$ cat src/pbfl_pkg.sv
// Shared types and constants of the packet buffer free list.
// Holds field widths, command, status and state codes, and the request and result records.
// Depends on nothing.
package pbfl_pkg;

  localparam int IDX_W         = 6;
  localparam int CNT_W         = 7;
  localparam int LEVEL_W       = 7;
  localparam int POOL_SIZE_DEF = 64;

  typedef enum logic [1:0] {
    CMD_ALLOC_ONE = 2'd0,
    CMD_ALLOC_N   = 2'd1,
    CMD_FREE      = 2'd2,
    CMD_RESET     = 2'd3
  } cmd_t;

  typedef enum logic [1:0] {
    STAT_OK    = 2'd0,
    STAT_SHORT = 2'd1,
    STAT_DFREE = 2'd2
  } status_t;

  typedef enum logic [1:0] {
    BK_IDLE,
    BK_EXEC,
    BK_BATCH
  } back_state_t;

  typedef struct packed {
    cmd_t               cmd;
    logic [CNT_W-1:0]   count;
    logic               cnt_zero;
    logic [IDX_W-1:0]   ret_index;
    logic               ret_ok;
  } req_t;

  typedef struct packed {
    logic   valid;
    req_t   req;
  } qhead_t;

  typedef struct packed {
    logic [IDX_W-1:0]   given_index;
    logic               has_buffer;
    status_t            status;
    logic [LEVEL_W-1:0] free_count;
    logic               last;
  } result_t;

endpackage

$ cat src/pbfl_ram.sv
// Generic single-write, single-read RAM with registered read data.
// Used for the free stack. Depends on nothing.
module pbfl_ram #(
  parameter int WIDTH = 6,
  parameter int DEPTH = 64,
  localparam int AW   = (DEPTH > 1) ? $clog2(DEPTH) : 1
) (
  input  logic             clk,
  input  logic             we,
  input  logic [AW-1:0]    waddr,
  input  logic [WIDTH-1:0] wdata,
  input  logic [AW-1:0]    raddr,
  output logic [WIDTH-1:0] rdata
);

  logic [WIDTH-1:0] mem [DEPTH];

  always_ff @(posedge clk) begin
    if (we) begin
      mem[waddr] <= wdata;
    end
    rdata <= mem[raddr];
  end

endmodule

$ cat src/pbfl_front.sv
// Front end: accepts requests, decodes them and holds them in a two-entry queue.
// Depends on pbfl_pkg.
module pbfl_front #(
  parameter int POOL_SIZE = pbfl_pkg::POOL_SIZE_DEF
) (
  input  logic                         clk,
  input  logic                         rst_n,
  input  logic                         in_valid,
  output logic                         in_stall,
  input  logic [1:0]                   in_cmd,
  input  logic [pbfl_pkg::CNT_W-1:0]   in_count,
  input  logic [pbfl_pkg::IDX_W-1:0]   in_return_index,
  output pbfl_pkg::qhead_t             head,
  input  logic                         pop
);

  pbfl_pkg::req_t req_in;
  pbfl_pkg::req_t slot_r [2];
  logic           wr_ptr_r, wr_ptr_nxt;
  logic           rd_ptr_r, rd_ptr_nxt;
  logic [1:0]     fill_r, fill_nxt;
  logic           push;

  // Decode the request; flag indices outside the pool here.
  always_comb begin
    req_in.cmd       = pbfl_pkg::cmd_t'(in_cmd);
    req_in.count     = in_count;
    req_in.cnt_zero  = (in_count == '0);
    req_in.ret_index = in_return_index;
    req_in.ret_ok    = (pbfl_pkg::LEVEL_W'(in_return_index) < pbfl_pkg::LEVEL_W'(POOL_SIZE));
  end

  assign in_stall   = fill_r[1];
  assign push       = in_valid && !in_stall;
  assign head.valid = (fill_r != 2'd0);
  assign head.req   = slot_r[rd_ptr_r];

  always_comb begin
    wr_ptr_nxt = push ? ~wr_ptr_r : wr_ptr_r;
    rd_ptr_nxt = pop  ? ~rd_ptr_r : rd_ptr_r;
    unique case ({push, pop})
      2'b10:   fill_nxt = fill_r + 2'd1;
      2'b01:   fill_nxt = fill_r - 2'd1;
      default: fill_nxt = fill_r;
    endcase
  end

  always_ff @(posedge clk) begin
    if (!rst_n) begin
      wr_ptr_r <= 1'b0;
      rd_ptr_r <= 1'b0;
      fill_r   <= 2'd0;
    end else begin
      wr_ptr_r <= wr_ptr_nxt;
      rd_ptr_r <= rd_ptr_nxt;
      fill_r   <= fill_nxt;
    end
  end

  always_ff @(posedge clk) begin
    if (push) begin
      slot_r[wr_ptr_r] <= req_in;
    end
  end

endmodule

$ cat src/pbfl_back.sv
// Back end: owns the free stack, stack level and borrowed marks, executes one request
// at a time and drives the result register. Depends on pbfl_pkg and pbfl_ram.
module pbfl_back #(
  parameter int POOL_SIZE = pbfl_pkg::POOL_SIZE_DEF
) (
  input  logic                clk,
  input  logic                rst_n,
  input  pbfl_pkg::qhead_t    head,
  output logic                pop,
  output logic                out_valid,
  input  logic                out_stall,
  output pbfl_pkg::result_t   res
);

  localparam int AW = (POOL_SIZE > 1) ? $clog2(POOL_SIZE) : 1;
  localparam int IW = pbfl_pkg::IDX_W;
  localparam int LW = pbfl_pkg::LEVEL_W;
  localparam int CW = pbfl_pkg::CNT_W;
  localparam logic [LW-1:0] FULL_LEVEL = LW'(POOL_SIZE);

  pbfl_pkg::back_state_t state_r, state_nxt;
  pbfl_pkg::req_t        cur_r, cur_nxt;
  pbfl_pkg::result_t     res_r, res_nxt;
  logic [LW-1:0]         level_r, level_nxt;
  logic [POOL_SIZE-1:0]  borrowed_r, borrowed_nxt;
  logic [POOL_SIZE-1:0]  filled_r, filled_nxt;
  logic [CW-1:0]         rem_r, rem_nxt;
  logic [AW-1:0]         addr_r, rd_addr;
  logic                  rd_fill_r;
  logic                  out_valid_r, out_valid_nxt;
  logic                  out_ready;
  logic                  we;
  logic [AW-1:0]         waddr;
  logic [IW-1:0]         wdata;
  logic [IW-1:0]         rdata;
  logic [IW-1:0]         stack_idx;
  logic [LW-1:0]         base;
  logic                  short_n;
  logic                  batch_more;

  pbfl_ram #(.WIDTH(IW), .DEPTH(POOL_SIZE)) u_stack (
    .clk   (clk),
    .we    (we),
    .waddr (waddr),
    .wdata (wdata),
    .raddr (rd_addr),
    .rdata (rdata)
  );

  // An entry not written since the last refill holds its own address.
  assign stack_idx  = rd_fill_r ? rdata : IW'(addr_r);
  assign out_ready  = !out_valid_r || !out_stall;
  assign base       = level_r - LW'(cur_r.count);
  assign short_n    = (LW'(cur_r.count) > level_r);
  assign batch_more = (cur_r.cmd == pbfl_pkg::CMD_ALLOC_N) && !short_n && !cur_r.cnt_zero
                      && (cur_r.count != CW'(1));
  assign out_valid  = out_valid_r;
  assign res        = res_r;

  always_comb begin
    state_nxt = state_r;
    unique case (state_r)
      pbfl_pkg::BK_IDLE: begin
        if (head.valid) state_nxt = pbfl_pkg::BK_EXEC;
      end
      pbfl_pkg::BK_EXEC: begin
        if (out_ready) state_nxt = batch_more ? pbfl_pkg::BK_BATCH : pbfl_pkg::BK_IDLE;
      end
      pbfl_pkg::BK_BATCH: begin
        if (out_ready && rem_r == CW'(1)) state_nxt = pbfl_pkg::BK_IDLE;
      end
      default: state_nxt = pbfl_pkg::BK_IDLE;
    endcase
  end

  always_comb begin
    pop           = 1'b0;
    cur_nxt       = cur_r;
    level_nxt     = level_r;
    borrowed_nxt  = borrowed_r;
    filled_nxt    = filled_r;
    rem_nxt       = rem_r;
    rd_addr       = addr_r;
    we            = 1'b0;
    waddr         = AW'(level_r);
    wdata         = cur_r.ret_index;
    out_valid_nxt = out_valid_r && out_stall;
    res_nxt       = res_r;
    unique case (state_r)
      pbfl_pkg::BK_IDLE: begin
        if (head.valid) begin
          pop     = 1'b1;
          cur_nxt = head.req;
          // Start the stack read for the top entry or the bottom of the group.
          if (head.req.cmd == pbfl_pkg::CMD_ALLOC_N) begin
            rd_addr = AW'(level_r - LW'(head.req.count));
          end else begin
            rd_addr = AW'(level_r - LW'(1));
          end
        end
      end
      pbfl_pkg::BK_EXEC: begin
        if (out_ready) begin
          out_valid_nxt       = 1'b1;
          res_nxt.given_index = '0;
          res_nxt.has_buffer  = 1'b0;
          res_nxt.status      = pbfl_pkg::STAT_OK;
          res_nxt.free_count  = level_r;
          res_nxt.last        = 1'b1;
          unique case (cur_r.cmd)
            pbfl_pkg::CMD_ALLOC_ONE: begin
              if (level_r == '0) begin
                res_nxt.status = pbfl_pkg::STAT_SHORT;
              end else begin
                res_nxt.given_index = stack_idx;
                res_nxt.has_buffer  = 1'b1;
                res_nxt.free_count  = level_r - LW'(1);
                level_nxt           = level_r - LW'(1);
                borrowed_nxt[stack_idx[AW-1:0]] = 1'b1;
              end
            end
            pbfl_pkg::CMD_ALLOC_N: begin
              if (short_n) begin
                res_nxt.status = pbfl_pkg::STAT_SHORT;
              end else if (!cur_r.cnt_zero) begin
                res_nxt.given_index = stack_idx;
                res_nxt.has_buffer  = 1'b1;
                res_nxt.free_count  = base;
                res_nxt.last        = !batch_more;
                level_nxt           = base;
                rem_nxt             = cur_r.count - CW'(1);
                borrowed_nxt[stack_idx[AW-1:0]] = 1'b1;
                if (batch_more) rd_addr = addr_r + AW'(1);
              end
            end
            pbfl_pkg::CMD_FREE: begin
              if (!cur_r.ret_ok || !borrowed_r[cur_r.ret_index[AW-1:0]]) begin
                res_nxt.status = pbfl_pkg::STAT_DFREE;
              end else begin
                borrowed_nxt[cur_r.ret_index[AW-1:0]] = 1'b0;
                if (level_r < FULL_LEVEL) begin
                  we                         = 1'b1;
                  filled_nxt[AW'(level_r)]   = 1'b1;
                  level_nxt                  = level_r + LW'(1);
                  res_nxt.free_count         = level_r + LW'(1);
                end
              end
            end
            pbfl_pkg::CMD_RESET: begin
              borrowed_nxt       = '0;
              filled_nxt         = '0;
              level_nxt          = FULL_LEVEL;
              res_nxt.free_count = FULL_LEVEL;
            end
            default: res_nxt.status = pbfl_pkg::STAT_OK;
          endcase
        end
      end
      pbfl_pkg::BK_BATCH: begin
        if (out_ready) begin
          out_valid_nxt       = 1'b1;
          res_nxt.given_index = stack_idx;
          res_nxt.has_buffer  = 1'b1;
          res_nxt.status      = pbfl_pkg::STAT_OK;
          res_nxt.free_count  = level_r;
          res_nxt.last        = (rem_r == CW'(1));
          rem_nxt             = rem_r - CW'(1);
          borrowed_nxt[stack_idx[AW-1:0]] = 1'b1;
          if (rem_r != CW'(1)) rd_addr = addr_r + AW'(1);
        end
      end
      default: pop = 1'b0;
    endcase
  end

  always_ff @(posedge clk) begin
    if (!rst_n) begin
      state_r     <= pbfl_pkg::BK_IDLE;
      level_r     <= FULL_LEVEL;
      borrowed_r  <= '0;
      filled_r    <= '0;
      out_valid_r <= 1'b0;
    end else begin
      state_r     <= state_nxt;
      level_r     <= level_nxt;
      borrowed_r  <= borrowed_nxt;
      filled_r    <= filled_nxt;
      out_valid_r <= out_valid_nxt;
    end
  end

  always_ff @(posedge clk) begin
    cur_r     <= cur_nxt;
    res_r     <= res_nxt;
    rem_r     <= rem_nxt;
    addr_r    <= rd_addr;
    rd_fill_r <= filled_r[rd_addr];
  end

endmodule

$ cat src/packet_buffer_free_list_core.sv
// Packet buffer free list: a pool of POOL_SIZE buffer indices on a LIFO free stack with a
// borrowed mark per buffer. Requests carry cmd 0 allocate one, 1 allocate count buffers,
// 2 free return_index, 3 refill the pool; every result reports the free count. A single
// allocate, free or refill passes the execution unit as queue pop with stack read, then
// execute and load the result register. An allocate n that hands out count buffers emits
// one index per cycle while the consumer does not stall, bottom of the group first, last set
// on the final one; an allocate n with count zero or too few free buffers gives one result.
// Refill takes effect at once through per-entry fill marks, so there is no clearing pass after
// reset. A two-entry request queue decouples the input from execution, and the result
// register lets the next request start while a result waits for the consumer.
module packet_buffer_free_list_core #(
  parameter int POOL_SIZE = pbfl_pkg::POOL_SIZE_DEF
) (
  input  logic                         clk,
  input  logic                         rst_n,
  // request channel
  input  logic                         in_valid,
  output logic                         in_stall,
  input  logic [1:0]                   in_cmd,
  input  logic [pbfl_pkg::CNT_W-1:0]   in_count,
  input  logic [pbfl_pkg::IDX_W-1:0]   in_return_index,
  // result channel
  output logic                         out_valid,
  input  logic                         out_stall,
  output logic [pbfl_pkg::IDX_W-1:0]   out_given_index,
  output logic                         out_has_buffer,
  output logic [1:0]                   out_status,
  output logic [pbfl_pkg::LEVEL_W-1:0] out_free_count,
  output logic                         out_last
);

  pbfl_pkg::qhead_t  head;
  pbfl_pkg::result_t res;
  logic              pop;

  // Accept, decode and queue requests.
  pbfl_front #(.POOL_SIZE(POOL_SIZE)) u_front (
    .clk             (clk),
    .rst_n           (rst_n),
    .in_valid        (in_valid),
    .in_stall        (in_stall),
    .in_cmd          (in_cmd),
    .in_count        (in_count),
    .in_return_index (in_return_index),
    .head            (head),
    .pop             (pop)
  );

  // Execute against the stack and hold each result until taken.
  pbfl_back #(.POOL_SIZE(POOL_SIZE)) u_back (
    .clk       (clk),
    .rst_n     (rst_n),
    .head      (head),
    .pop       (pop),
    .out_valid (out_valid),
    .out_stall (out_stall),
    .res       (res)
  );

  // Split the result record onto the ports.
  assign out_given_index = res.given_index;
  assign out_has_buffer  = res.has_buffer;
  assign out_status      = res.status;
  assign out_free_count  = res.free_count;
  assign out_last        = res.last;

endmodule

$ cat config.mk
export PLATFORM = sky130hd
export DESIGN_NAME = packet_buffer_free_list_core
export DESIGN_NICKNAME = d
export VERILOG_FILES = /design/src/pbfl_pkg.sv /design/src/pbfl_ram.sv /design/src/pbfl_front.sv /design/src/pbfl_back.sv /design/src/packet_buffer_free_list_core.sv
export SDC_FILE = /design/constraint.sdc
export NUM_CORES = 1
export LEC_CHECK = 0
export BUFFER_PORTS_ARGS = -buffer_cell sky130_fd_sc_hd__buf_4
export CAP_MARGIN = 25
export CORE_MARGIN = 1.5
export CORE_UTILIZATION = 49
export CTS_BUF_LIST = sky130_fd_sc_hd__clkbuf_16
export DETAILED_ROUTE_END_ITERATION = 8
export GPL_TIMING_DRIVEN = 0
export HOLD_SLACK_MARGIN = 0.08
export SYNTH_ARGS = -nofsm -noshare
export SYNTH_HDL_FRONTEND = slang
export SYNTH_HIERARCHICAL = 1
export SYNTH_SLANG_ARGS = --single-unit
export TNS_END_PERCENT = 50
$ cat constraint.sdc
create_clock -name clk -period 13.62 [get_ports clk]
set_input_delay 2.043 -clock clk [delete_from_list [all_inputs] [get_ports clk]]
set_output_delay 2.043 -clock clk [all_outputs]
set_load 0.05 [all_outputs]
==> flow_summary_export.csv <==
group,metric,value,unit
timing,drv_slew,0,
setup_path,crit_start,"out_stall",
drt,route.detailed.drc,0,
logic_synthesis,synth-seq-cells,613,
grt,grt_first_pass_wirelength,113.0,mm
logic_synthesis,async_flop_share,0,%
floorplanning,placementRows,86,
grt,met3_usage,4.940,%
clock_tree,cts_tree,"built",
grt,grt-ovfl-total,0,
pwr,vdd_drop_max,0.0001289,V
setup_path,reg2reg_depth,16,
placed_design,postPlaceCellArea,0.02869,mm2
grt,use_met2,43.39,%
logic_synthesis,syn_nets,2122,
logic_synthesis,syn-cell-area,0.02713,mm2
timing,finalCritPeriodShare,45.93,%
pwr,leakage,10.17,nW
drt,wirelength,74.93,mm
logic_synthesis,synth-edff-count,457,
clock_tree,insertion_delay,0.62,ns
floorplanning,ios,38,
drt,vias,18428,
setup_path,endpoint_kind,"register",
timing,worst_pin_slew,1.109,ns
finish,design_area,0.03078,mm2
grt,grt_pass1_vias,18148,
pwr,cellPowerDensity,236.3,mW/mm2
logic_synthesis,netlist_instances,2076,
logic_synthesis,synth-main-ff-cell,"edfxtp_1",
setup_path,setup.worst_path.start_class,"input pin",
floorplanning,die-area,0.05679,mm2
setup_path,timing.rr.end,"u_back/u_stack/rdata[3]",
drt,dr.first_iter.drc_count,1864,
logic_synthesis,avgSynthCellArea,13.07,um2
logic_synthesis,ys.warnings.count,6,
timing,relSlewSlack,25.80,%
job,max_cap_violations,0,
clock_tree,cts_resized,0,
placed_design,dp_hpwl,51.49,mm
grt,grt_util_met1,36.06,%
run_status,status,"complete, no violations",
timing,hold_viol,0,
clock_tree,cts_buffers,66,
setup_path,worstPathMaxFanout,10,
clock_tree,post_cts_buffers,0,
clock_tree,cts_hold_buf,0,
floorplanning,die_height,238.3,um
finish,drive_above_1_share,15.87,%
setup_path,arrival,6.71,ns
grt,antenna_found_initial,0,
timing,tns,0,ns
setup_path,setup.worst_path.class,"input pin to register",
drt,drtPass1Iterations,6,
drt,ant_nets,0,
placed_design,port-buffer-count,37,
setup_path,endpoint,"u_back/u_stack/rdata[5]",
timing,layout_min_cycle_time,6.255,ns
setup_path,r2r_start,"u_back/level_r[5]",
timing,fin_skew,0.03124,ns
placed_design,gp_congestion,0.9352,
finish,nets,2252,
drt,vias_per_cell,6.226,
grt,busiest_layer,"met2",
logic_synthesis,ys_seq_area_share,62.09,%
timing,max_freq,0.1599,GHz
clock_tree,clockBufferDepth,3,
drt,wire_per_inst,25.31,um
logic_synthesis,ys_types,92,
grt,grt_max_degree,34,
timing,rsz0062_at_grt,"no",
floorplanning,core_area,0.05488,mm2
floorplanning,start_util,49.44,%
finish,finalNonFillerCells,2960,
clock_tree,cts_root_buf,"clkbuf_16",
clock_tree,cts.sinks,613,
clock_tree,htreeDepth,3,
finish,syn_to_final_growth,13.46,%
grt,grt_use_total,26.81,%
setup_path,critPathRequiredTime,14.08,ns
placed_design,post-place-cells,2836,
floorplanning,die-width,238.3,um
setup_path,reg2reg_slack,7.44,ns
clock_tree,clk_pin_slew,0.06,ns
timing,setup_viol_count_final,0,
finish,diodes,0,
hold_path,min_path_type,"register to register",
==> per-stage QoR <==
step                hold slack [ns]  total power, W  utilization (%)  setup slack, ns
finish                       0.4662        0.007274            56.09            7.365
global route                 0.4907        0.007583            56.09            7.135
CTS                          0.4698        0.007266            55.97            7.463
detailed placement           0.4555        0.005566            52.28            6.834
global placement             0.4475        0.005453            51.55            6.341
floorplan                    0.4244        0.004422                -            8.423
==> cell usage after synthesis, types with 40 or more instances <==
library cell	number	area share, %
a31oi_1	58	1.3
nor2_1	241	3.3
nand2_1	174	2.4
mux2i_1	55	2.0
mux4_2	109	9.0
o21ai_0	49	0.90
a21oi_1	120	2.2
edfxtp_1	457	51
inv_1	40	0.55
clkbuf_1	83	1.1
nor3_1	80	1.5
dfxtp_1	156	12
==> layout by cell type, fill, tap and decap left out, drive strengths merged, types with 19 or more instances in the layout <==
| cell | count |
|---|---|
| mux4 | 109 |
| a21oi | 122 |
| clkbuf | 155 |
| mux2i | 55 |
| a22o | 19 |
| nand2 | 174 |
| clkinv | 31 |
| nand3 | 33 |
| dfxtp | 156 |
| edfxtp | 457 |
| o21ai | 50 |
| mux2 | 26 |
| inv | 57 |
| nor3 | 80 |
| a31oi | 58 |
| ha | 25 |
| o211ai | 30 |
| nor2 | 243 |
| buf | 109 |
==> final cells by class <==
cell class	instances	area, um2
flip-flops and latches	613	16850
inverters	43	163.9
repair buffers	62	706.9
clock buffers	67	1677
well taps	704	880.8
plain buffers	135	615.6
multi-input cells	1285	9543
clock inverters	51	347.8
fillers	4544	24100
==> how the worst min path moves through the flow <==
stage                             start             endpoint  slack, ns  depth (start not counted)
global placement    u_back/filled_r[42]  u_back/filled_r[42]       0.45                          2
finish              u_back/filled_r[51]  u_back/filled_r[51]       0.47                          2
detailed placement  u_back/filled_r[51]  u_back/filled_r[51]       0.46                          2
global route        u_back/filled_r[59]  u_back/filled_r[59]       0.49                          1
CTS                 u_back/filled_r[51]  u_back/filled_r[51]       0.47                          2
floorplan           u_back/filled_r[63]  u_back/filled_r[63]       0.42                          2
==> critical path, stage by stage <==
cell and delay, ns:
buf_4 0.11, nand2_1 0.10, clkbuf_1 0.37, nand2_1 0.22
or3_1 0.44, o21ai_0 0.24, o211ai_2 0.31, inv_1 0.39
buf_2 0.39, clkbuf_1 0.80, mux4_2 0.45, mux2i_1 0.33
a22oi_1 0.13, o211ai_1 0.20, nand2_1 0.16
==> layer usage <==
layer  part of all wire (%)  up-vias  wire [um]
li1                       -     8196          -
met1                     41     9241      30970
met2                     47      795      35480
met3                    7.5      196       5591
met4                    3.9        0       2897
met5                      0        -          0
==> kinds of logic (layout without fill, tap and decap cells) <==
group	after synthesis	after routing	share of synthesized area, %
buffers and inverters	178	358	2.873
adder cells (fa/ha/maj)	27	27	1.301
AO/OA/AOI/OAI	395	395	9.777
XOR/XNOR	27	27	0.8716
multiplexers	190	190	12.16
other	1	1	0.01382
AND/OR/NAND/NOR	645	645	10.91
flip-flops	613	613	62.09
==> sequential cells by signal, summed over array words and instances (netlist names), named ones only <==
name / count
u_back/filled_r: 64
u_back/rd_fill_r: 1
u_back/addr_r: 6
u_front/slot_r: 32
u_back/wdata: 6
u_back/out_valid: 1
u_back/res: 17
u_back/u_stack/mem: 384
u_back/state_r: 2
u_back/u_stack/rdata: 6
u_front/wr_ptr_r: 1
u_front/rd_ptr_r: 1
u_back/borrowed_r: 64
u_back/level_r: 7
u_front/fill_r: 2
u_back/cur_r: 11
u_back/rem_r: 7
==> power by group <==
group          leakage (nW)  internal (W)  switching, W
clock                  1.03      0.000954      0.000737
sequential             5.39       0.00228      0.000117
combinational          3.74       0.00115       0.00204
Note: power is estimated with default switching activity, not from simulation.
